--- src/rtl/avd_pkg.sv ---
`default_nettype none
package avd_pkg;

  localparam int DOT_W  = 41;
  localparam int NORM_W = 40;
  localparam int ROOT_W = 31;
  localparam int DEN_W  = 62;
  localparam int Q_W    = 15;
  localparam int Z_W    = 28;
  localparam int CORD_W = 32;

  localparam logic [Q_W-1:0] ONE_Q14     = 15'd16384;
  localparam logic [Z_W-1:0] PI_Q24      = 28'd52707179;
  localparam logic [Z_W-1:0] HALF_PI_Q24 = 28'd26353589;
  localparam logic [4:0]     CORDIC_LAST = 5'd23;
  localparam logic [4:0]     SQRT_LAST   = 5'd31;
  localparam logic [4:0]     DIV_LAST    = 5'd13;

  localparam logic [1:0] ST_OK       = 2'd0;
  localparam logic [1:0] ST_ZERO     = 2'd1;
  localparam logic [1:0] ST_TOO_LONG = 2'd2;

  typedef struct packed {
    logic [DOT_W-1:0]  dot;
    logic [NORM_W-1:0] norm1;
    logic [NORM_W-1:0] norm2;
    logic              too_long;
  } job_t;

  typedef enum logic [3:0] {
    B_IDLE, B_SQ1, B_SQ2, B_MUL, B_PRE, B_DIV, B_SQL, B_SQ3, B_CORD, B_DONE
  } back_state_t;

  function automatic logic [Z_W-1:0] atan_q24(input logic [4:0] i);
    logic [Z_W-1:0] v;
    unique case (i)
      5'd0:  v = 28'd13176795;
      5'd1:  v = 28'd7778716;
      5'd2:  v = 28'd4110060;
      5'd3:  v = 28'd2086331;
      5'd4:  v = 28'd1047214;
      5'd5:  v = 28'd524117;
      5'd6:  v = 28'd262123;
      5'd7:  v = 28'd131069;
      5'd8:  v = 28'd65536;
      5'd9:  v = 28'd32768;
      5'd10: v = 28'd16384;
      5'd11: v = 28'd8192;
      5'd12: v = 28'd4096;
      5'd13: v = 28'd2048;
      5'd14: v = 28'd1024;
      5'd15: v = 28'd512;
      5'd16: v = 28'd256;
      5'd17: v = 28'd128;
      5'd18: v = 28'd64;
      5'd19: v = 28'd32;
      5'd20: v = 28'd16;
      5'd21: v = 28'd8;
      5'd22: v = 28'd4;
      5'd23: v = 28'd2;
      default: v = '0;
    endcase
    return v;
  endfunction

endpackage
`default_nettype wire

--- src/rtl/avd_queue.sv ---
`default_nettype none
module avd_queue (
  input  wire logic           clk,
  input  wire logic           rst_n,
  input  wire logic           push,
  input  wire avd_pkg::job_t  push_job,
  input  wire logic           pop,
  output logic                full,
  output logic                q_valid,
  output avd_pkg::job_t       q_job
);

  avd_pkg::job_t slot_r [2];
  logic       wp_r, wp_nxt, rp_r, rp_nxt;
  logic [1:0] cnt_r, cnt_nxt;

  always_comb begin
    full    = (cnt_r == 2'd2);
    q_valid = (cnt_r != 2'd0);
    q_job   = slot_r[rp_r];
    wp_nxt  = push ? ~wp_r : wp_r;
    rp_nxt  = pop ? ~rp_r : rp_r;
    cnt_nxt = cnt_r + {1'b0, push} - {1'b0, pop};
  end

  always_ff @(posedge clk) begin
    if (push) begin
      slot_r[wp_r] <= push_job;
    end
  end

  always_ff @(posedge clk) begin
    if (!rst_n) begin
      wp_r  <= 1'b0;
      rp_r  <= 1'b0;
      cnt_r <= '0;
    end else begin
      wp_r  <= wp_nxt;
      rp_r  <= rp_nxt;
      cnt_r <= cnt_nxt;
    end
  end

endmodule
`default_nettype wire

--- config.mk ---
export PLATFORM = sky130hd
export DESIGN_NAME = avd_queue
export DESIGN_NICKNAME = d
export VERILOG_FILES = /design/src/rtl/avd_pkg.sv /design/src/rtl/avd_queue.sv
export SDC_FILE = /design/constraint.sdc
export NUM_CORES = 1
export LEC_CHECK = 0
export ABC_AREA = 1
export BUFFER_PORTS_ARGS = -buffer_cell sky130_fd_sc_hd__buf_2
export CORE_ASPECT_RATIO = 1.1
export CORE_MARGIN = 3
export CORE_UTILIZATION = 52
export DETAILED_ROUTE_END_ITERATION = 8
export HOLD_SLACK_MARGIN = 0.1
export PLACE_DENSITY = 0.82
export SETUP_SLACK_MARGIN = 0.1
export SLEW_MARGIN = 10
export SYNTH_ARGS = -nofsm -noshare
export SYNTH_HDL_FRONTEND = slang
export SYNTH_SLANG_ARGS = --single-unit
--- constraint.sdc ---
create_clock -name clk -period 7.2 [get_ports clk]
set_input_delay 0.72 -clock clk [delete_from_list [all_inputs] [get_ports clk]]
set_output_delay 0.72 -clock clk [all_outputs]
set_load 0.02 [all_outputs]
# Word-level counts from Yosys, hierarchy flattened
# Memories as Yosys holds them, arrays and structs flattened. A register that Yosys moved wholly into a read port is not among the register bits.
# Index checks and enable logic that the tools add are counted.
dict set report op_classes {
  addsub 2
  n_mul 0
  div 0
  order_cmp 0
  eq_ne 1
  shift 0
  n_mux 4
  bitwise_logic 2
  n_reduce_logical 1
}
# cell n
set ops {}
lappend ops {{$mux W1} 4}
lappend ops {{$add A2 B1 Y2} 1}
lappend ops {{$eq A2 B2 Y1 const B} 1}
lappend ops {{$not A1 Y1} 2}
lappend ops {{$reduce_bool A2 Y1} 1}
lappend ops {{$sub A2 B1 Y2} 1}
dict set report totals {
  ff_bits 4
  latch_bits 0
  mem_bits_rw 244
  mem_bits_ro 0
  in_bits 126
  output_inout_bits 124
  word_cells 14
  mem_count 1
}
# memory depth width rd rd_clocked_by_memory_dff wr line
set memory_table {}
lappend memory_table {slot_r 2 122 1 1 1 avd_queue.sv:13} ;# avd_pkg::job_t slot_r [2];

# Logic depth before layout (Yosys ltp)
dict set report depth {
  depth_word 3
  ltp_mapped 9
  mapped_depth_nobuf 9
}

# Least setup slack after synthesis
# Ideal clock, no wire load.
dict set report synth_path {
  path_type {input -> register}
  from {in push}
  to {mem slot_r[0][0] (netlist bit) (enable)}
  setup_time_ns 0.608
  arrival_ns 5.864
  t_required_ns 6.592
  path_slack_ns 0.729
  cell_stages 2
  n_path_buf 0
  cell_sequence {inv_1 nor2_1}
}
dict set report synth_via {
  elab_chain_len 2
}
# item line
set synth_rtl {}
lappend synth_rtl {{start: declaration} avd_queue.sv:5} ;# input wire logic push,
lappend synth_rtl {{$mux W1} avd_queue.sv:27} ;# if (push) begin
lappend synth_rtl {{$mux W1 (not written as such)} avd_queue.sv:28} ;# slot_r[wp_r] <= push_job;
lappend synth_rtl {{end: declaration} avd_queue.sv:13}
# No other way between the ends.

==> impl_metrics.ini <==
[flow_run]
max_cap_viol_count = 0

[clock_network]
clkSinkCount = 249
cts_resized = 0
cts_htree_levels = 1
clk_latency_ns = 0.49
clock_path_buffers = 3
root_buffer = clkbuf_16
cts_setup_buffers = 0
cts_buffers = 24
cts_hold_buf = 0
cts.clk_slew.worst_paths_ns = 0.06
cts_tree = built

[worst_hold_path]
hold_class = in -> reg

[pwr]
p_int_uw = 2550
pwr-share-clk_pct = 36.5
power.density_mw_per_mm2 = 282
sequentialPowerShare_pct = 52.5
power_uw = 3260
ir_worst_vdd_mv = 0.241
p_leak_uw = 0.00456
swShare_pct = 21.7
pwr-share-comb_pct = 11.0
switchingPower_uw = 709

[synth]
syn-num-nets = 541
synth_most_common_cell = edfxtp_1
synthTopCellsByArea = edfxtp_1, mux2_4, mux2_2, buf_6, dfxtp_1
synth_edf_count = 244
synthesis.area_mm2 = 0.00936
synth_cell_type_count = 13
synth_common_cells = edfxtp_1, mux2_4, mux2_2
synth_flop_cell = edfxtp_1
ys_ff_latch = 249
syn_inst = 413
synth_top_area_share_pct = 78.3
async_reset_ff_share_pct = 0
ys_seq_area_share_pct = 79.3
synth_top_cell_by_area = edfxtp_1
avgSynthCellArea_um2 = 22.7
yosys_warnings = 0

[sta]
drv_slew = 0
period_share_pct = 51.9
tightest_slew_ns = 1.08
setup_violations = 0
slew_headroom_pct = 28.1
hold_violations = 0
timing.fmax_mhz = 268
fin_skew_ns = 0.0109
finalCriticalPeriod_ns = 3.73
rsz0062_at_grt = no
timing.setup.tns_ns = 0

[final_layout]
synthToLayoutAreaGrowth_pct = 23.7
n_fill_cell = 1166
multiInputGateArea_mm2 = 0.00178
final_cells = 932
final-seq-area_mm2 = 0.00743
final_layout_size_suffix_gt1_share_pct = 58.8
fin_nets = 806

[floorplanning]
start_util_pct = 54.0
die_y_um = 147
num_rows = 50
core_area_mm2 = 0.0173
fp.dieW_um = 134
pin_count = 250
dieArea_mm2 = 0.0197

[worst_setup_path]
crit_arrival_ns = 3.01
slowest_stage = dfxtp_4
max_stage_delay_ns = 0.97
crit_fanout = 64
cp_cell_sequence = buf_4, mux2_4, buf_2
required_ns = 6.48
worstSetupPathType = reg -> out
cp-end-kind = output port
setup.worst_path.start_class = flip-flop

[run_status]
status = complete, no violations

[route]
drt_iter0_markers = 265
drc = 0
antenna_left = 0
dr.pass1.iters = 4
dr_total_vias = 4656
wire_per_inst_um = 18.9
viasPerCell = 5.00
wl_um = 17600

[global_routing]
grt_pass1_wl_um = 26300
overflow = 0
antenna_found_initial = 3
grt_util_all_layers_pct = 17.1
grt_max_degree = 77
grt_pass1_vias = 4939

[placement]
gp_congestion = 0.746
place_hpwl_um = 11900
numPortBuffers = 249
place_inst = 886
layout by cell type (no fill, tap or decap):
| cell type | netlist | routed |
|---|---|---|
| dfxtp_1 | 5 | 4 |
| clkinv_1 | 0 | 5 |
| buf_4 | 0 | 4 |
| nand2_1 | 9 | 9 |
| clkinv_2 | 0 | 3 |
| nand3_1 | 1 | 1 |
| clkbuf_1 | 0 | 8 |
| mux2_4 | 80 | 80 |
| bufinv_16 | 0 | 2 |
| buf_2 | 4 | 249 |
| diode_2 | 0 | 2 |
| nor2_4 | 0 | 1 |
| nor2_1 | 8 | 7 |
| dfxtp_4 | 0 | 1 |
| clkbuf_16 | 0 | 25 |
| inv_4 | 0 | 1 |
| a21oi_1 | 1 | 1 |
| edfxtp_1 | 244 | 244 |
| clkbuf_8 | 0 | 1 |
| mux2_2 | 42 | 42 |
| inv_1 | 7 | 6 |
| ha_1 | 2 | 2 |
registers in the layout (all words and copies together) (netlist names), named ones only:
signal  flops
rp_r        1
slot_r    244
cnt_r       2
wp_r        1
per-stage QoR:
stage | util [%] | hold WS, ns | setup slack (ns) | cell area (um^2)
2_1_floorplan | - | 0.463 | 0.729 | 9360
3_3_place_gp | 62.4 | 0.475 | 4.01 | 10800
3_5_place_dp | 62.4 | 0.492 | 3.97 | 10800
4_1_cts | 66.8 | 0.380 | 3.43 | 11600
5_1_grt | 66.8 | 0.378 | 3.29 | 11600
6_report | 66.8 | 0.409 | 3.47 | 11600
cells by family after synthesis:
logic type | Yosys count | share of synthesized area (%)
adder cells (fa/ha/maj) | 2 | 0.267
flip-flops | 249 | 79.3
AND/OR/NAND/NOR | 18 | 0.735
buffers and inverters | 21 | 1.74
AO/OA/AOI/OAI | 1 | 0.0534
multiplexers | 122 | 17.9
power by group through the flow:
stage | clock network, uW | logic, uW | registers, uW
after floorplan | 0 | 248 | 1730
after global placement | 0 | 353 | 1740
after detailed placement | 0 | 362 | 1740
after CTS | 1220 | 364 | 1710
after global routing | 1290 | 383 | 1720
final | 1190 | 360 | 1710
worst paths after layout:
path                          start                        to  slack, ns  cells after the start
setup reg to reg  wp_r$_SDFFE_PN0P_  slot_r[1][110]$_DFFE_PP_       4.88                      3
hold reg to reg   rp_r$_SDFFE_PN0P_                 flip-flop       0.51                      2
setup / recovery          flip-flop                q_job[116]       3.47                      3
hold / removal         push_job[72]   slot_r[0][72]$_DFFE_PP_       0.41                      1
worst max-delay path: cells and delay by family, from the launching register on:
| kind | cells | cell delay, ns |
|---|---|---|
| buf+inv | 2 | 1.11 |
| flops | 1 | 0.97 |
| mux | 1 | 0.36 |
layout make-up:
type / count / area share, %
tap: 234 / 2.53
clock inverter: 10 / 0.811
multi-input combinational: 143 / 15.4
clock buffer: 34 / 5.78
antenna: 2 / 0.0432
sequential: 249 / 64.2
inverter: 7 / 0.249
timing repair buffer: 253 / 11.0
layer usage:
metal	wire (um)	global-route usage [%]	up-vias
met1	6870	20.9	2248
met5	17	0	-
met3	1480	5.27	38
met4	454	5.66	2
met2	8760	29.1	213
li1	-	-	2155
Power figures use the tool's default switching activity.
