===== src/rtl/avd_pkg.sv =====
`default_nettype none
package avd_pkg;

  localparam int DOT_W  = 41;
  localparam int NORM_W = 40;
  localparam int ROOT_W = 31;
  localparam int DEN_W  = 62;
  localparam int Q_W    = 15;
  localparam int Z_W    = 28;
  localparam int CORD_W = 32;

  localparam logic [Q_W-1:0] ONE_Q14     = 15'd16384;
  localparam logic [Z_W-1:0] PI_Q24      = 28'd52707179;
  localparam logic [Z_W-1:0] HALF_PI_Q24 = 28'd26353589;
  localparam logic [4:0]     CORDIC_LAST = 5'd23;
  localparam logic [4:0]     SQRT_LAST   = 5'd31;
  localparam logic [4:0]     DIV_LAST    = 5'd13;

  localparam logic [1:0] ST_OK       = 2'd0;
  localparam logic [1:0] ST_ZERO     = 2'd1;
  localparam logic [1:0] ST_TOO_LONG = 2'd2;

  typedef struct packed {
    logic [DOT_W-1:0]  dot;
    logic [NORM_W-1:0] norm1;
    logic [NORM_W-1:0] norm2;
    logic              too_long;
  } job_t;

  typedef enum logic [3:0] {
    B_IDLE, B_SQ1, B_SQ2, B_MUL, B_PRE, B_DIV, B_SQL, B_SQ3, B_CORD, B_DONE
  } back_state_t;

  function automatic logic [Z_W-1:0] atan_q24(input logic [4:0] i);
    logic [Z_W-1:0] v;
    unique case (i)
      5'd0:  v = 28'd13176795;
      5'd1:  v = 28'd7778716;
      5'd2:  v = 28'd4110060;
      5'd3:  v = 28'd2086331;
      5'd4:  v = 28'd1047214;
      5'd5:  v = 28'd524117;
      5'd6:  v = 28'd262123;
      5'd7:  v = 28'd131069;
      5'd8:  v = 28'd65536;
      5'd9:  v = 28'd32768;
      5'd10: v = 28'd16384;
      5'd11: v = 28'd8192;
      5'd12: v = 28'd4096;
      5'd13: v = 28'd2048;
      5'd14: v = 28'd1024;
      5'd15: v = 28'd512;
      5'd16: v = 28'd256;
      5'd17: v = 28'd128;
      5'd18: v = 28'd64;
      5'd19: v = 28'd32;
      5'd20: v = 28'd16;
      5'd21: v = 28'd8;
      5'd22: v = 28'd4;
      5'd23: v = 28'd2;
      default: v = '0;
    endcase
    return v;
  endfunction

endpackage
`default_nettype wire


===== src/rtl/avd_front.sv =====
`default_nettype none
module avd_front #(
  parameter int MAX_LENGTH  = 512,
  parameter int VALUE_WIDTH = 16
) (
  input  wire logic                   clk,
  input  wire logic                   rst_n,
  input  wire logic                   acc_en,
  input  wire logic [VALUE_WIDTH-1:0] first_value,
  input  wire logic [VALUE_WIDTH-1:0] second_value,
  input  wire logic                   last_element,
  output logic                        push,
  output avd_pkg::job_t               job
);

  localparam int CNT_W = $clog2(MAX_LENGTH + 2);
  localparam logic [CNT_W-1:0] MAX_CNT  = CNT_W'(MAX_LENGTH);
  localparam logic [CNT_W-1:0] OVER_CNT = CNT_W'(MAX_LENGTH + 1);

  logic [avd_pkg::DOT_W-1:0]  dot_r, dot_nxt;
  logic [avd_pkg::NORM_W-1:0] n1_r, n1_nxt, n2_r, n2_nxt;
  logic [CNT_W-1:0]           cnt_r, cnt_nxt;
  logic signed [2*VALUE_WIDTH-1:0] pab, paa, pbb;
  logic signed [63:0] wab, waa, wbb;
  logic [avd_pkg::DOT_W-1:0]  dot_add;
  logic [avd_pkg::NORM_W-1:0] n1_add, n2_add;
  logic [CNT_W-1:0]           cnt_add;

  always_comb begin
    pab = $signed(first_value) * $signed(second_value);
    paa = $signed(first_value) * $signed(first_value);
    pbb = $signed(second_value) * $signed(second_value);
    wab = 64'(pab);
    waa = 64'(paa);
    wbb = 64'(pbb);
    if (cnt_r < MAX_CNT) begin
      dot_add = dot_r + wab[avd_pkg::DOT_W-1:0];
      n1_add  = n1_r + waa[avd_pkg::NORM_W-1:0];
      n2_add  = n2_r + wbb[avd_pkg::NORM_W-1:0];
      cnt_add = cnt_r + 1'b1;
    end else begin
      dot_add = dot_r;
      n1_add  = n1_r;
      n2_add  = n2_r;
      cnt_add = OVER_CNT;
    end
    job.dot      = dot_add;
    job.norm1    = n1_add;
    job.norm2    = n2_add;
    job.too_long = (cnt_add > MAX_CNT);
    push = acc_en && last_element;
    dot_nxt = dot_r;
    n1_nxt  = n1_r;
    n2_nxt  = n2_r;
    cnt_nxt = cnt_r;
    if (acc_en) begin
      if (last_element) begin
        dot_nxt = '0;
        n1_nxt  = '0;
        n2_nxt  = '0;
        cnt_nxt = '0;
      end else begin
        dot_nxt = dot_add;
        n1_nxt  = n1_add;
        n2_nxt  = n2_add;
        cnt_nxt = cnt_add;
      end
    end
  end

  always_ff @(posedge clk) begin
    if (!rst_n) begin
      dot_r <= '0;
      n1_r  <= '0;
      n2_r  <= '0;
      cnt_r <= '0;
    end else begin
      dot_r <= dot_nxt;
      n1_r  <= n1_nxt;
      n2_r  <= n2_nxt;
      cnt_r <= cnt_nxt;
    end
  end

endmodule
`default_nettype wire


===== config.mk =====
export PLATFORM = sky130hd
export DESIGN_NAME = avd_front
export DESIGN_NICKNAME = d
export VERILOG_FILES = /design/src/rtl/avd_pkg.sv /design/src/rtl/avd_front.sv
export SDC_FILE = /design/constraint.sdc
export NUM_CORES = 2
export LEC_CHECK = 0
export BUFFER_PORTS_ARGS = -buffer_cell sky130_fd_sc_hd__buf_2
export CAP_MARGIN = 20
export CELL_PAD_IN_SITES_DETAIL_PLACEMENT = 1
export CELL_PAD_IN_SITES_GLOBAL_PLACEMENT = 2
export CORE_MARGIN = 3
export CORE_UTILIZATION = 40
export DETAILED_ROUTE_END_ITERATION = 8
export GPL_TIMING_DRIVEN = 0
export PLACE_DENSITY_LB_ADDON = 0.1
export SYNTH_ARGS = -nofsm -noshare
export SYNTH_HDL_FRONTEND = slang
export SYNTH_SLANG_ARGS = --single-unit
export TNS_END_PERCENT = 1

===== constraint.sdc =====
create_clock -name clk -period 18.64 [get_ports clk]
set_clock_uncertainty 0.2 [all_clocks]
set_input_delay 0.932 -clock clk [delete_from_list [all_inputs] [get_ports clk]]
set_output_delay 0.932 -clock clk [all_outputs]
set_load 0.01 [all_outputs]

## Yosys cells after proc, flatten, opt, wreduce, memory -nomap -nowiden

Cells that the tools add are included.

| word-level totals | value |
|---|---|
| register bits | 131 |
| bits of input ports | 36 |
| output and inout bits | 123 |
| logic and storage cells | 22 |

| operators by class | value |
|---|---|
| add/subtract/negate cells | 4 |
| $mul | 3 |
| $lt $le $gt $ge | 2 |
| muxes and demuxes | 8 |
| reduce and logical (&&, ||, !) cells | 1 |

Operators by type and width:

| kind | count |
|---|---|
| 40-bit 2-to-1 mux | 4 |
| 16-bit by 16-bit multiplier with 32-bit output | 3 |
| 41-bit 2-to-1 mux | 2 |
| 40-bit adder | 2 |
| 41-bit adder | 1 |
| 10-bit 2-to-1 mux | 2 |
| 10-bit by 1-bit adder with 10-bit output, second input constant | 1 |
| 10-bit greater-than comparator, second input constant | 1 |
| 10-bit < comparator, second input constant | 1 |
| 1-bit logical AND | 1 |

## Logic depth before layout (Yosys ltp)

| logic depth | value |
|---|---|
| word-level depth | 4 |
| mapped depth | 39 |
| depth with buffers taken out | 37 |

## Least setup slack after synthesis

Ideal clock, no wire load.

| timing | value |
|---|---|
| path kind | input to output |
| start point | input first_value[15] |
| end point | output job[121] in the netlist's numbering |
| data arrival time | 9.125 ns |
| setup slack | 8.383 ns |
| stages on the path | 30 |
| buffers on the path | 2 |
| path through | clkbuf_1 buf_1 nand2_1 inv_1 fa_1 fa_1 fa_1 fa_1 fa_1 inv_1 fa_1 inv_1 ha_1 and4_1 and3_1 inv_2 a311oi_1 nor2_1 a211oi_1 ha_1 inv_1 nor2_1 nand2_1 o21ai_0 o311ai_1 a21boi_1 o31ai_1 xnor2_1 nand2_1 xnor2_1 |

RTL lines:

| element | line | source |
|---|---|---|
| from (decl) | avd_front.sv:9 | `input wire logic [VALUE_WIDTH-1:0] first_value,` |
| to (decl) | avd_front.sv:13 | `output avd_pkg::job_t job` |

==> flow_metrics.tcl <==
set metrics [dict create \
    die_h_um 320 \
    synth_cell_type_count 78 \
    grt_setup_unrepaired "false" \
    grt_pass1_wl_um 218000 \
    worstSetupEndpointType "output pin" \
    rows 114 \
    wire_per_inst_um 23.2 \
    cts_resized 0 \
    drtAntennaViolNets 0 \
    hold_path.class "reg2reg" \
    synth-seq-area-share 0.0666 \
    numPortBuffers 150 \
    drive_gt1_frac 0.0473 \
    syn_nets 5848 \
    drc 0 \
    io_pins 159 \
    criticalPathCategory "in2out" \
    drt_first_pass_iters 6 \
    die_width_um 320 \
    synth_cells 4689 \
    routed_wl_um 143000 \
    synth_area_per_cell_um2 8.40 \
    synthArstFlopShare 0 \
    finalCritPeriodShare 0.718 \
    cts_setup_buffers 0 \
    cp_num_buf_inv 9 \
    rrSetupSlack_ns 14.35 \
    setup_tns_ns 0 \
    required_ns 17.51 \
    synthToLayoutAreaGrowth_pct 7.84 \
    start_util 0.405 \
    synth_area_leader_cell "fa_1" \
    ys.flop_type "dfxtp_1" \
    clkTransAtPathRegs_ns 0.06 \
    critPathMostFrequentCell "fa_1" \
    relSlewSlack 0.231 \
    post_drt_via_cell_ratio 5.30 \
    setup_viol 0 \
    critPathLaunchType "primary input" \
    clk_latency_ns 0.46 \
    hold_depth 2 \
    r2r-start "cnt_r[9]" \
    cts_tree "yes" \
    status "completed" \
    fmax_mhz 74.7 \
    h-tree-depth 4 \
    critPathLaunch "second_value[9]" \
    cts_buffer_depth 2 \
    hpwl_um 119000 \
    root_buffer "clkbuf_16" \
    layout_min_cycle_time_ns 13.39 \
    drt_iter0_markers 1809 \
    synth-seq-cells 131 \
    grt_pass1_vias 34900 \
    cp_top_family "adder cells" \
    routabilityCongestion 0.889 \
    antenna_found_initial 10 \
    cts.sinks 131 \
    slew_viol_final 0 \
    cp.arrival_ns 12.26 \
    dieArea_um2 102000 \
    gr-total-overflow 0 \
    r2r_cells 7 \
    finalHoldViolations 0 \
    synth_area_leaders "fa_1, ha_1, inv_1" \
    yosys_warnings 0 \
    grt_usage 0.285 \
    core_area_um2 97100 \
    r2r_end "dot_r[4]" \
    fin_nets 6026 \
    max_stage_delay_ns 0.91 \
    synth_edf_count 0 \
    crit_path_top_delay_cell "a221oi_1" \
    cts_inserted_buffers 17 \
    cp_max_fo 10 \
    ctsHoldBuffers 0 \
    synth_top_area_frac 0.371 \
    grt_max_degree 17 \
    tightest_slew_ns 1.15 \
    syn-cell-area_um2 39400 \
    vias 32600 \
    endpoint "job[119]" \
    worstSetupPathDepth 38 \
    cap_violations 0 \
]
==> cells in the final DEF, fill, tap and decap left out, drive strengths merged, types with 27 or more instances in the layout <==
| master | instances |
|---|---|
| xnor2 | 156 |
| and3 | 27 |
| o21a | 28 |
| nor2 | 300 |
| inv | 969 |
| clkbuf | 198 |
| o21ai | 220 |
| nor3 | 39 |
| fa | 729 |
| a21oi | 197 |
| xor2 | 74 |
| dfxtp | 131 |
| a21o | 104 |
| buf | 164 |
| a22oi | 55 |
| and2 | 198 |
| ha | 394 |
| nand2 | 515 |
| a31oi | 32 |
| nand3 | 47 |
==> worst min-delay path by stage <==
| stage | start | end | slack (ns) |
|---|---|---|---|
| final | n2_r[36] | n2_r[36] | 0.27 |
| after global routing | n1_r[36] | n1_r[36] | 0.29 |
| after CTS | dot_r[29] | dot_r[29] | 0.27 |
| after detailed placement | dot_r[29] | dot_r[29] | 0.27 |
| after global placement | dot_r[31] | dot_r[31] | 0.26 |
| after floorplan | dot_r[21] | dot_r[21] | 0.25 |
==> cells by family (layout without fill, tap and decap cells) <==
logic type | count (synthesis) | count (layout) | synth area share
XOR/XNOR | 230 | 230 | 0.0512
AND/OR/NAND/NOR | 1233 | 1233 | 0.143
other | 0 | 1 | 0
buffers and inverters | 1157 | 1347 | 0.110
adder cells (fa/ha/maj) | 1123 | 1123 | 0.496
flip-flops | 131 | 131 | 0.0666
AO/OA/AOI/OAI | 802 | 802 | 0.130
multiplexers | 13 | 13 | 0.00359
==> Yosys cell counts (4+ instances only) <==
| cell | instances |
|---|---|
| inv_1 | 966 |
| fa_1 | 729 |
| nand2_1 | 515 |
| ha_1 | 394 |
| nor2_1 | 300 |
| and2_1 | 198 |
| a21oi_1 | 197 |
| clkbuf_1 | 175 |
| xnor2_1 | 156 |
| dfxtp_1 | 131 |
| o21ai_1 | 128 |
| a21o_1 | 104 |
| o21ai_0 | 92 |
| xor2_1 | 74 |
| a22oi_1 | 55 |
| nand3_1 | 47 |
| nor3_1 | 39 |
| a31oi_1 | 31 |
| o21a_1 | 28 |
| and3_1 | 27 |
| nand2b_1 | 26 |
| nor2b_1 | 24 |
| o21bai_1 | 23 |
| o31ai_1 | 19 |
| nand4_1 | 18 |
| o211ai_1 | 14 |
| a211oi_1 | 13 |
| a31o_2 | 11 |
| a311oi_1 | 9 |
| mux2_2 | 9 |
| nor4_1 | 8 |
| or2_2 | 8 |
| a2bb2oi_1 | 7 |
| clkinv_1 | 7 |
| o31a_1 | 7 |
| or3_1 | 7 |
| a21boi_1 | 6 |
| buf_1 | 6 |
| a221oi_1 | 5 |
| a32o_1 | 4 |
| mux2i_1 | 4 |
| o41ai_1 | 4 |
==> worst reg2reg max path, cell delays in order, from the launching register on <==
cell and delay [ns]:
dfxtp_1 0.46, clkbuf_1 0.58, clkbuf_1 0.70, buf_1 0.70, clkbuf_1 0.87, a21oi_1 0.35, a22oi_1 0.25, nor2_1 0.05
==> registers in the layout, summed over array words and instances, names as in the netlist <==
| name | cells |
|---|---|
| cnt_r | 10 |
| dot_r | 41 |
| n1_r | 40 |
| n2_r | 40 |
==> cell type report <==
cell class	instances	area, µm²
fillers	11700	54700
flip-flops and latches	131	2620
clock buffers	22	484
diodes	1	2.50
multi-input cells	3401	32400
well taps	1276	1600
plain buffers	181	679
inverters	976	3660
repair buffers	159	872
clock inverters	9	128
==> per-layer routing <==
metal	wire, µm	up-vias	global-route usage
met1	65600	16600	0.405
met4	4020	0	0.0812
met5	0	-	0
met3	7970	150	0.0370
met2	65400	815	0.456
li1	-	15000	-
==> stage by stage <==
| stage | setup slack, ns | instance area (µm²) | utilization | hold WS [ns] | std cells |
|---|---|---|---|---|---|
| 2_1_floorplan | 8.38 | 39400 | - | 0.247 | 4689 |
| 3_3_place_gp | 4.65 | 41700 | 0.430 | 0.259 | 6115 |
| 6_report | 5.25 | 42500 | 0.437 | 0.273 | 6156 |
| 4_1_cts | 5.47 | 42400 | 0.437 | 0.275 | 6151 |
| 3_5_place_dp | 5.51 | 41800 | 0.430 | 0.266 | 6120 |
| 5_1_grt | 4.95 | 42500 | 0.437 | 0.292 | 6155 |
Power is not shown: default switching activity piles up to over one toggle a cycle in this logic, so the estimate is an artifact.
