**src/rtl/avd_pkg.sv**
```systemverilog
`default_nettype none
package avd_pkg;

  localparam int DOT_W  = 41;
  localparam int NORM_W = 40;
  localparam int ROOT_W = 31;
  localparam int DEN_W  = 62;
  localparam int Q_W    = 15;
  localparam int Z_W    = 28;
  localparam int CORD_W = 32;

  localparam logic [Q_W-1:0] ONE_Q14     = 15'd16384;
  localparam logic [Z_W-1:0] PI_Q24      = 28'd52707179;
  localparam logic [Z_W-1:0] HALF_PI_Q24 = 28'd26353589;
  localparam logic [4:0]     CORDIC_LAST = 5'd23;
  localparam logic [4:0]     SQRT_LAST   = 5'd31;
  localparam logic [4:0]     DIV_LAST    = 5'd13;

  localparam logic [1:0] ST_OK       = 2'd0;
  localparam logic [1:0] ST_ZERO     = 2'd1;
  localparam logic [1:0] ST_TOO_LONG = 2'd2;

  typedef struct packed {
    logic [DOT_W-1:0]  dot;
    logic [NORM_W-1:0] norm1;
    logic [NORM_W-1:0] norm2;
    logic              too_long;
  } job_t;

  typedef enum logic [3:0] {
    B_IDLE, B_SQ1, B_SQ2, B_MUL, B_PRE, B_DIV, B_SQL, B_SQ3, B_CORD, B_DONE
  } back_state_t;

  function automatic logic [Z_W-1:0] atan_q24(input logic [4:0] i);
    logic [Z_W-1:0] v;
    unique case (i)
      5'd0:  v = 28'd13176795;
      5'd1:  v = 28'd7778716;
      5'd2:  v = 28'd4110060;
      5'd3:  v = 28'd2086331;
      5'd4:  v = 28'd1047214;
      5'd5:  v = 28'd524117;
      5'd6:  v = 28'd262123;
      5'd7:  v = 28'd131069;
      5'd8:  v = 28'd65536;
      5'd9:  v = 28'd32768;
      5'd10: v = 28'd16384;
      5'd11: v = 28'd8192;
      5'd12: v = 28'd4096;
      5'd13: v = 28'd2048;
      5'd14: v = 28'd1024;
      5'd15: v = 28'd512;
      5'd16: v = 28'd256;
      5'd17: v = 28'd128;
      5'd18: v = 28'd64;
      5'd19: v = 28'd32;
      5'd20: v = 28'd16;
      5'd21: v = 28'd8;
      5'd22: v = 28'd4;
      5'd23: v = 28'd2;
      default: v = '0;
    endcase
    return v;
  endfunction

endpackage
`default_nettype wire

```
**src/rtl/avd_back.sv**
```systemverilog
`default_nettype none
module avd_back (
  input  wire logic          clk,
  input  wire logic          rst_n,
  input  wire logic          q_valid,
  input  wire avd_pkg::job_t q_job,
  output logic               pop,
  output logic               out_tvalid,
  input  wire logic          out_tready,
  output logic [15:0]        out_tdata,
  output logic [1:0]         out_tuser
);

  avd_pkg::back_state_t st_r, st_nxt;
  logic [63:0] sv_r, sv_nxt, sr_r, sr_nxt, sb_r, sb_nxt;
  logic [63:0] s_sum, s_v, s_r, s_b;
  logic        s_ge;
  logic [4:0]  cnt_r, cnt_nxt;
  logic        neg_r, neg_nxt;
  logic [avd_pkg::DOT_W-1:0]  mag_r, mag_nxt;
  logic [avd_pkg::NORM_W-1:0] n2_r, n2_nxt;
  logic [avd_pkg::ROOT_W-1:0] r1_r, r1_nxt;
  logic [avd_pkg::DEN_W-1:0]  den_r, den_nxt;
  logic [63:0] rem_r, rem_nxt, rem2;
  logic [avd_pkg::Q_W-1:0] q_r, q_nxt, q2;
  logic [29:0] qsq;
  logic signed [avd_pkg::CORD_W-1:0] cx_r, cx_nxt, cy_r, cy_nxt, shx, shy;
  logic signed [avd_pkg::Z_W-1:0] z_r, z_nxt, zc;
  logic [avd_pkg::Z_W-1:0] a_sum;
  logic [1:0]  status_r, status_nxt;
  logic [15:0] angle;
  logic        ov_r, ov_nxt;
  logic [15:0] od_r, od_nxt;
  logic [1:0]  ou_r, ou_nxt;

  always_comb begin
    s_sum = sr_r + sb_r;
    s_ge  = (sv_r >= s_sum);
    s_v   = s_ge ? (sv_r - s_sum) : sv_r;
    s_r   = s_ge ? ((sr_r >> 1) + sb_r) : (sr_r >> 1);
    s_b   = sb_r >> 2;
    rem2  = rem_r << 1;
    q2    = q_r << 1;
    qsq   = 30'(q_r) * 30'(q_r);
    shx   = cx_r >>> cnt_r;
    shy   = cy_r >>> cnt_r;
    if (z_r < 0) begin
      zc = '0;
    end else if (z_r > $signed(avd_pkg::HALF_PI_Q24)) begin
      zc = $signed(avd_pkg::HALF_PI_Q24);
    end else begin
      zc = z_r;
    end
    a_sum = (neg_r ? (avd_pkg::PI_Q24 - $unsigned(zc)) : $unsigned(zc)) + 28'd512;
    angle = (status_r == avd_pkg::ST_OK) ? a_sum[25:10] : 16'd0;

    st_nxt     = st_r;
    sv_nxt     = sv_r;
    sr_nxt     = sr_r;
    sb_nxt     = sb_r;
    cnt_nxt    = cnt_r;
    neg_nxt    = neg_r;
    mag_nxt    = mag_r;
    n2_nxt     = n2_r;
    r1_nxt     = r1_r;
    den_nxt    = den_r;
    rem_nxt    = rem_r;
    q_nxt      = q_r;
    cx_nxt     = cx_r;
    cy_nxt     = cy_r;
    z_nxt      = z_r;
    status_nxt = status_r;
    pop        = 1'b0;
    ov_nxt     = ov_r && !out_tready;
    od_nxt     = od_r;
    ou_nxt     = ou_r;

    unique case (st_r)
      avd_pkg::B_IDLE: begin
        if (q_valid) begin
          pop     = 1'b1;
          neg_nxt = q_job.dot[avd_pkg::DOT_W-1];
          mag_nxt = q_job.dot[avd_pkg::DOT_W-1] ? (~q_job.dot + 1'b1) : q_job.dot;
          n2_nxt  = q_job.norm2;
          sv_nxt  = {4'd0, q_job.norm1, 20'd0};
          sr_nxt  = '0;
          sb_nxt  = 64'd1 << 62;
          cnt_nxt = '0;
          if (q_job.too_long) begin
            status_nxt = avd_pkg::ST_TOO_LONG;
            st_nxt     = avd_pkg::B_DONE;
          end else if (q_job.norm1 == '0 || q_job.norm2 == '0) begin
            status_nxt = avd_pkg::ST_ZERO;
            st_nxt     = avd_pkg::B_DONE;
          end else begin
            status_nxt = avd_pkg::ST_OK;
            st_nxt     = avd_pkg::B_SQ1;
          end
        end
      end
      avd_pkg::B_SQ1: begin
        sv_nxt  = s_v;
        sr_nxt  = s_r;
        sb_nxt  = s_b;
        cnt_nxt = cnt_r + 1'b1;
        if (cnt_r == avd_pkg::SQRT_LAST) begin
          r1_nxt = s_r[avd_pkg::ROOT_W-1:0];
          sv_nxt = {4'd0, n2_r, 20'd0};
          sr_nxt = '0;
          sb_nxt = 64'd1 << 62;
          st_nxt = avd_pkg::B_SQ2;
        end
      end
      avd_pkg::B_SQ2: begin
        sv_nxt  = s_v;
        sr_nxt  = s_r;
        sb_nxt  = s_b;
        cnt_nxt = cnt_r + 1'b1;
        if (cnt_r == avd_pkg::SQRT_LAST) begin
          st_nxt = avd_pkg::B_MUL;
        end
      end
      avd_pkg::B_MUL: begin
        den_nxt = avd_pkg::DEN_W'(r1_r * sr_r[avd_pkg::ROOT_W-1:0]);
        rem_nxt = {3'd0, mag_r, 20'd0};
        st_nxt  = avd_pkg::B_PRE;
      end
      avd_pkg::B_PRE: begin
        cnt_nxt = '0;
        q_nxt   = '0;
        if (rem_r >= {2'd0, den_r}) begin
          q_nxt  = avd_pkg::ONE_Q14;
          st_nxt = avd_pkg::B_SQL;
        end else begin
          st_nxt = avd_pkg::B_DIV;
        end
      end
      avd_pkg::B_DIV: begin
        cnt_nxt = cnt_r + 1'b1;
        if (rem2 >= {2'd0, den_r}) begin
          rem_nxt = rem2 - {2'd0, den_r};
          q_nxt   = q2 | 15'd1;
        end else begin
          rem_nxt = rem2;
          q_nxt   = q2;
        end
        if (cnt_r == avd_pkg::DIV_LAST) begin
          st_nxt = avd_pkg::B_SQL;
        end
      end
      avd_pkg::B_SQL: begin
        neg_nxt = neg_r && (q_r != '0);
        sv_nxt  = {6'd0, 30'(30'd268435456 - qsq), 28'd0};
        sr_nxt  = '0;
        sb_nxt  = 64'd1 << 62;
        cx_nxt  = $signed({3'd0, q_r, 14'd0});
        cnt_nxt = '0;
        st_nxt  = avd_pkg::B_SQ3;
      end
      avd_pkg::B_SQ3: begin
        sv_nxt  = s_v;
        sr_nxt  = s_r;
        sb_nxt  = s_b;
        cnt_nxt = cnt_r + 1'b1;
        if (cnt_r == avd_pkg::SQRT_LAST) begin
          cy_nxt = $signed(s_r[avd_pkg::CORD_W-1:0]);
          z_nxt  = '0;
          st_nxt = avd_pkg::B_CORD;
        end
      end
      avd_pkg::B_CORD: begin
        cnt_nxt = cnt_r + 1'b1;
        if (cy_r >= 0) begin
          cx_nxt = cx_r + shy;
          cy_nxt = cy_r - shx;
          z_nxt  = z_r + $signed(avd_pkg::atan_q24(cnt_r));
        end else begin
          cx_nxt = cx_r - shy;
          cy_nxt = cy_r + shx;
          z_nxt  = z_r - $signed(avd_pkg::atan_q24(cnt_r));
        end
        if (cnt_r == avd_pkg::CORDIC_LAST) begin
          st_nxt = avd_pkg::B_DONE;
        end
      end
      avd_pkg::B_DONE: begin
        if (!ov_r || out_tready) begin
          ov_nxt = 1'b1;
          od_nxt = angle;
          ou_nxt = status_r;
          st_nxt = avd_pkg::B_IDLE;
        end
      end
      default: st_nxt = avd_pkg::B_IDLE;
    endcase
    out_tvalid = ov_r;
    out_tdata  = od_r;
    out_tuser  = ou_r;
  end

  always_ff @(posedge clk) begin
    sv_r     <= sv_nxt;
    sr_r     <= sr_nxt;
    sb_r     <= sb_nxt;
    cnt_r    <= cnt_nxt;
    neg_r    <= neg_nxt;
    mag_r    <= mag_nxt;
    n2_r     <= n2_nxt;
    r1_r     <= r1_nxt;
    den_r    <= den_nxt;
    rem_r    <= rem_nxt;
    q_r      <= q_nxt;
    cx_r     <= cx_nxt;
    cy_r     <= cy_nxt;
    z_r      <= z_nxt;
    status_r <= status_nxt;
    od_r     <= od_nxt;
    ou_r     <= ou_nxt;
  end

  always_ff @(posedge clk) begin
    if (!rst_n) begin
      st_r <= avd_pkg::B_IDLE;
      ov_r <= 1'b0;
    end else begin
      st_r <= st_nxt;
      ov_r <= ov_nxt;
    end
  end

endmodule
`default_nettype wire

```
**config.mk**
```make
export PLATFORM = sky130hd
export DESIGN_NAME = avd_back
export DESIGN_NICKNAME = d
export VERILOG_FILES = /design/src/rtl/avd_pkg.sv /design/src/rtl/avd_back.sv
export SDC_FILE = /design/constraint.sdc
export NUM_CORES = 2
export LEC_CHECK = 0
export BUFFER_PORTS_ARGS = -buffer_cell sky130_fd_sc_hd__buf_2
export CAP_MARGIN = 20
export CORE_MARGIN = 2
export CORE_UTILIZATION = 39
export CTS_CLUSTER_SIZE = 28
export DETAILED_ROUTE_END_ITERATION = 10
export SLEW_MARGIN = 20
export SYNTH_ARGS = -nofsm -noshare
export SYNTH_HDL_FRONTEND = slang
export SYNTH_SLANG_ARGS = --single-unit
```
**constraint.sdc**
```tcl
create_clock -name clk -period 7.45 [get_ports clk]
set_clock_uncertainty 0.15 [all_clocks]
set_input_delay 0.745 -clock clk [delete_from_list [all_inputs] [get_ports clk]]
set_output_delay 0.745 -clock clk [all_outputs]
set_load 0.05 [all_outputs]
```
### Word-level counts from Yosys, hierarchy flattened

Memory sizes are Yosys's and may differ from the RTL's. A register that Yosys moved wholly into a read port is not among the register bits.
Cells that the tools add are included.

| word-level totals | value |
|---|---|
| bits in registers | 568 |
| ROM bits | 1536 |
| input port bits | 126 |
| output and inout port bits | 20 |
| word-level logic and storage cells | 150 |
| memories | 2 |

Memories:

| memory | words | width | read ports | clocked after memory_dff | wr ports | line | source |
|---|---|---|---|---|---|---|---|
| (name not given) | 32 | 24 | 1 | 1 | 0 | avd_pkg.sv:36 | `unique case (i)` |
| (name not given) | 32 | 24 | 1 | 1 | 0 | avd_pkg.sv:36 |  |

| cells by class | value |
|---|---|
| add/subtract/negate cells | 15 |
| multipliers | 2 |
| $lt $le $gt $ge | 6 |
| equal/unequal tests | 19 |
| shifts and indexed selects | 2 |
| mux-type cells | 54 |
| bitwise gates (word level) | 1 |
| reductions and logical operators | 29 |

Operators by type and width:

| operator | number |
|---|---|
| 64-bit case mux with 4 select lines | 3 |
| 64-bit two-way mux | 8 |
| 28-bit two-way mux | 6 |
| 64-bit by 62-bit greater-or-equal comparator with 1-bit output | 2 |
| 32-bit case mux with 2 select lines | 2 |
| 64-bit case mux with 2 select lines | 1 |
| 32-bit two-way mux | 3 |
| 40-bit logical NOT | 2 |
| 26-bit two-way mux | 3 |
| 32-bit adder | 2 |
| 63-bit by 64-bit adder with 64-bit output | 1 |
| 64-bit adder | 1 |
| 64-bit greater-or-equal comparator | 1 |
| 32-bit by 5-bit >>> shifter with 32-bit output | 2 |
| 32-bit subtractor | 2 |
| 64-bit by 62-bit subtractor with 64-bit output | 1 |
| 64-bit subtractor | 1 |
| 63-bit two-way mux | 1 |
| 31-bit by 31-bit multiplier with 62-bit output | 1 |
| 28-bit case mux with 2 select lines | 1 |
| 41-bit by 1-bit adder with 41-bit output (second input constant) | 1 |
| 41-bit NOT | 1 |
| 40-bit two-way mux | 1 |
| 4-bit case mux with 10 select lines | 1 |
| 38 further kinds | 80 |

### Depth between registers and ports, before layout

| logic depth | value |
|---|---|
| depth after elaboration | 6 |
| mapped depth | 32 |

### Worst setup path after synthesis

No wires, ideal clock.

| timing | value |
|---|---|
| kind | reg2reg |
| from | reg sr_r[16] |
| to | reg den_r[61] (netlist name) (data pin) |
| data arrival time | 7614 ps |
| required time | 7040 ps |
| setup slack | -574 ps |
| stages on the path, launching flop included | 31 |
| buffers on the path | 2 |
| period minus slack after synthesis | 8024 ps |
| cell sequence | edfxtp_1 clkbuf_1 clkbuf_1 and2_1 fa_1 inv_1 fa_1 inv_1 fa_1 inv_1 fa_1 inv_1 fa_1 fa_1 fa_1 inv_1 fa_1 inv_1 ha_1 nand3_1 nor3_1 nand2_1 o32a_1 a31oi_1 a21o_1 nand2_1 o311ai_0 a41o_1 nor2_1 o21ai_0 xnor2_1 |

| on the way | value |
|---|---|
| cells in the longest elaborated chain, start to end | 1 |

Ends and longest elaborated chain:

| element | line | source |
|---|---|---|
| start, declared | avd_back.sv:15 | `logic [63:0] sv_r, sv_nxt, sr_r, sr_nxt, sb_r, sb_nxt;` |
| start signal, assigned | avd_back.sv:203 | `sr_r <= sr_nxt;` |
| 31-bit by 31-bit multiplier with 62-bit output | avd_back.sv:124 | `den_nxt = avd_pkg::DEN_W'(r1_r * sr_r[avd_pkg::ROOT_W-1:0]);` |
| end signal, assigned | avd_back.sv:210 | `den_r <= den_nxt;` |
| end, declared | avd_back.sv:23 | `logic [avd_pkg::DEN_W-1:0] den_r, den_nxt;` |

Every way passes these cells.
A chain may end at the register's enable or synchronous reset.

### Worst setup path after layout

| timing | value |
|---|---|
| from | reg r1_r[14] (netlist name) |
| to | reg den_r[55] (netlist name) (data pin) |

| on the way | value |
|---|---|
| cells in the longest elaborated chain, start to end | 1 |

Ends and longest elaborated chain:

| element | line | source |
|---|---|---|
| start, declared | avd_back.sv:22 | `logic [avd_pkg::ROOT_W-1:0] r1_r, r1_nxt;` |
| start signal, assigned | avd_back.sv:209 | `r1_r <= r1_nxt;` |
| 31-bit by 31-bit multiplier with 62-bit output | avd_back.sv:124 |  |

Every way passes these cells.

==> results.md <==
- # fillers: 21,000
- First-pass GRT wire length: slightly below 400,000 µm
- Syn Inst Count: 9,349
- Setup Crit Path Kind: reg2reg
- Clock transition at path regs: about 0.06 ns
- Initial Utilization: roughly two fifths
- Worst Path Required: 7.73 ns
- EDFF count, synth: between 500 and 600
- Wire length per cell: ~20 µm
- Largest net degree at the start of global routing: 87
- Vias per std cell: ~5.4
- WP data arrival: about 8.3 ns
- # rows: ~170
- 1st-iter DRT viols: a little over 5,000
- Commonest cells after routing, fill and taps aside: 1,276 x inv_1, 1,056 x nand2_1, 973 x fa_1
- Die height: ~470 µm
- Clk root buf: clkbuf_16
- Final setup vio count: 19
- Clock Latency Late Sink: roughly 0.72 ns
- RSZ-0062 raised after global routing: yes
- # IOs: 146
- Gr usage total: 22.3%
- PnR worst setup slack: -0.531 ns
- Final #Nets: between 10,000 and 15,000
- Setup crit start kind: flop
- Slew HR: approximately 28%
- Vias: around 68,000
- TritonCTS clock tree: yes
- Synthesis Warnings: 0
- Dpl hpwl: between 200,000 and 250,000 µm
- Congestion Overflow GR: 0
- WL final: 249,000 µm
- Hold crit path type: in2reg
- Die W: around 470 µm
- Worst slew pin tran: approximately 1.1 ns
- Commonest non-fill, non-tap cell in the layout: inv_1
- Sink Count: 560
- DRT antenna net count: 0
- Yosys cell types: 93
- Max Slew Vio Count: 0
- Vias in the first global route: 69,800
- Most used DFF post-synth: edfxtp_1
- Initial antenna violation count: 10
- Sequential area share after synthesis: between 10% and 20%
- Core ar.: between 200,000 and 250,000 µm²
- Area Growth Syn to Fin: 12.9%
- Mapped Area: roughly 85,000 µm²
- Synthesis-stage register bit count: 560
- Layout cells sized above 1: about an eighth
- Bufs on Longest Clock Path: 3
- Min cycle time layout: roughly 8 ns
- H-tree depth: 3
- Fin crit share: 107%
- Number of buffers added on ports: 145
- Area post-placement: 91,900 µm²
- Die ar.: roughly 220,000 µm²
- Hold-fix buffers, CTS: 0
- Syn avg cell area: a little over 9 µm²
- Final hold vios: 0
- Ys async rst share: 0%
- Critical path endpoint category: flop
- Syn nets: ~11,000
- Routability cong.: ~0.96
- Worst-path fanout max: 9
- Drt drc: 0
- Fin area: roughly 96,000 µm²
- Max Cap Viol: 0
- FMAX: approximately 0.13 GHz
- Status: complete, but fails checks
- DRT Pass-1 Iters: 8
- Num CTS Buffers: between 70 and 80
- Failing checks: negative setup slack
[worst max-delay path, cell delays in order (launching register included)]
cell       delay, ns
edfxtp_1        0.44
buf_4           0.21
and2_1          0.16
fa_1            0.59
fa_1            0.46
fa_1            0.54
inv_1           0.06
fa_1            0.49
inv_1           0.06
fa_1            0.48
fa_1            0.58
fa_1            0.44
fa_1            0.44
ha_2            0.35
o21ai_1         0.08
a21oi_2         0.20
buf_4           0.14
o2111ai_1       0.09
o32a_1          0.27
a31oi_4         0.22
a21o_1          0.22
nand2_2         0.10
o311ai_4        0.32
a41o_1          0.32
a31oi_2         0.12
xnor2_1         0.15
[cells by family (layout without fill, tap and decap cells)]
logic type | Yosys count | count (layout) | share of synthesized area (%)
adders and majority gates | 1709 | 1709 | 34.1
xor gates and xnor gates | 520 | 520 | 5.38
AOI/OAI and AO/OA | 1742 | 1742 | 13.0
other | 0 | 1 | 0
and+or+nand+nor | 2804 | 2804 | 16.0
muxes | 245 | 245 | 4.09
DFF | 560 | 560 | 19.5
buffers and inverters | 1769 | 2158 | 7.90
[worst paths after layout]
| path | start | end | slack (ns) | cells past startpoint |
|---|---|---|---|---|
| setup / recovery | r1_r[14] | den_r[55] | -0.53 | 25 |
| hold / removal | q_job[7] | n2_r[6] | 0.07 | 1 |
| setup reg to reg | r1_r[14] | den_r[55] | -0.53 | 25 |
| hold reg to reg | status_r[1] | out_tuser[1] | 0.29 | 0 |
[area by class of cell]
class	count	area [µm²]	share of cell area, %
Timing Repair Buffer	726	5800	6.07
Inverter	1296	4870	5.10
Antenna cell	1	2.50	0.00262
Clock buffer	89	1940	2.03
Multi-Input combinational cell	7020	62200	65.1
Tap cell	2854	3570	3.74
Clock inverter	47	601	0.629
Sequential cell	560	16500	17.3
[metrics by stage]
step           setup slack (ns)  TNS [ns]  hold slack, ns  utilization, %  std cells
6_report                 -0.531     -5.37          0.0710            44.1      12600
5_1_grt                  -0.731    -11.50          0.0304            44.1      12600
4_1_cts                  -0.513     -5.49          0.0136            43.8      12600
3_5_place_dp             -0.629     -8.24           0.275            42.4      12400
3_3_place_gp             -0.503     -7.06           0.278            42.4      12400
2_1_floorplan           -0.0394    -0.129           0.267               -       9349
[registers in the layout, summed over array words and instances (netlist names), 16 cells and up, named ones only]
| signal | cells |
|---|---|
| mag_r | 41 |
| cx_r | 32 |
| sb_r | 32 |
| z_r | 28 |
| r1_r | 31 |
| n2_r | 40 |
| den_r | 62 |
| out_tdata | 16 |
| sr_r | 64 |
| sv_r | 64 |
| rem_r | 64 |
| cy_r | 32 |
[per-layer routing]
| layer | GRT usage (%) | vias to the layer above | part of all wire, % |
|---|---|---|---|
| li1 | - | 32000 | - |
| met1 | 30.8 | 33700 | 45 |
| met2 | 36.6 | 2146 | 46 |
| met3 | 3.41 | 331 | 6.6 |
| met4 | 5.40 | 0 | 2.5 |
| met5 | 0 | - | 0 |
[synth_stat cells, types with 59 or more instances]
master | n | area [µm²]
a21o_1 | 210 | 1580
a21oi_1 | 454 | 2270
a31oi_1 | 93 | 582
nor2b_1 | 72 | 450
nand4_1 | 90 | 563
xnor2_1 | 322 | 2820
mux4_2 | 77 | 1730
nand3_1 | 103 | 515
o21ai_1 | 63 | 315
nor2_1 | 489 | 1840
inv_1 | 1291 | 4850
mux2i_1 | 128 | 1280
nand2b_1 | 77 | 482
ha_1 | 714 | 8930
o21ai_0 | 397 | 1990
and2_1 | 592 | 3700
edfxtp_1 | 531 | 15900
o31ai_1 | 64 | 480
nand2_1 | 1063 | 3990
a211oi_1 | 59 | 443
xor2_1 | 198 | 1730
clkbuf_1 | 430 | 1610
nor3_1 | 94 | 470
fa_1 | 995 | 19900
[timing repair]
action,in CTS,in global routing
gates resized for setup,56,126
pin swaps,24,84
setup endpoints to repair,27,185
setup buffers,21,32
Power is left out: the tool's default activity adds up to more than one toggle a clock period on the data nets, which glitch-free logic cannot reach.
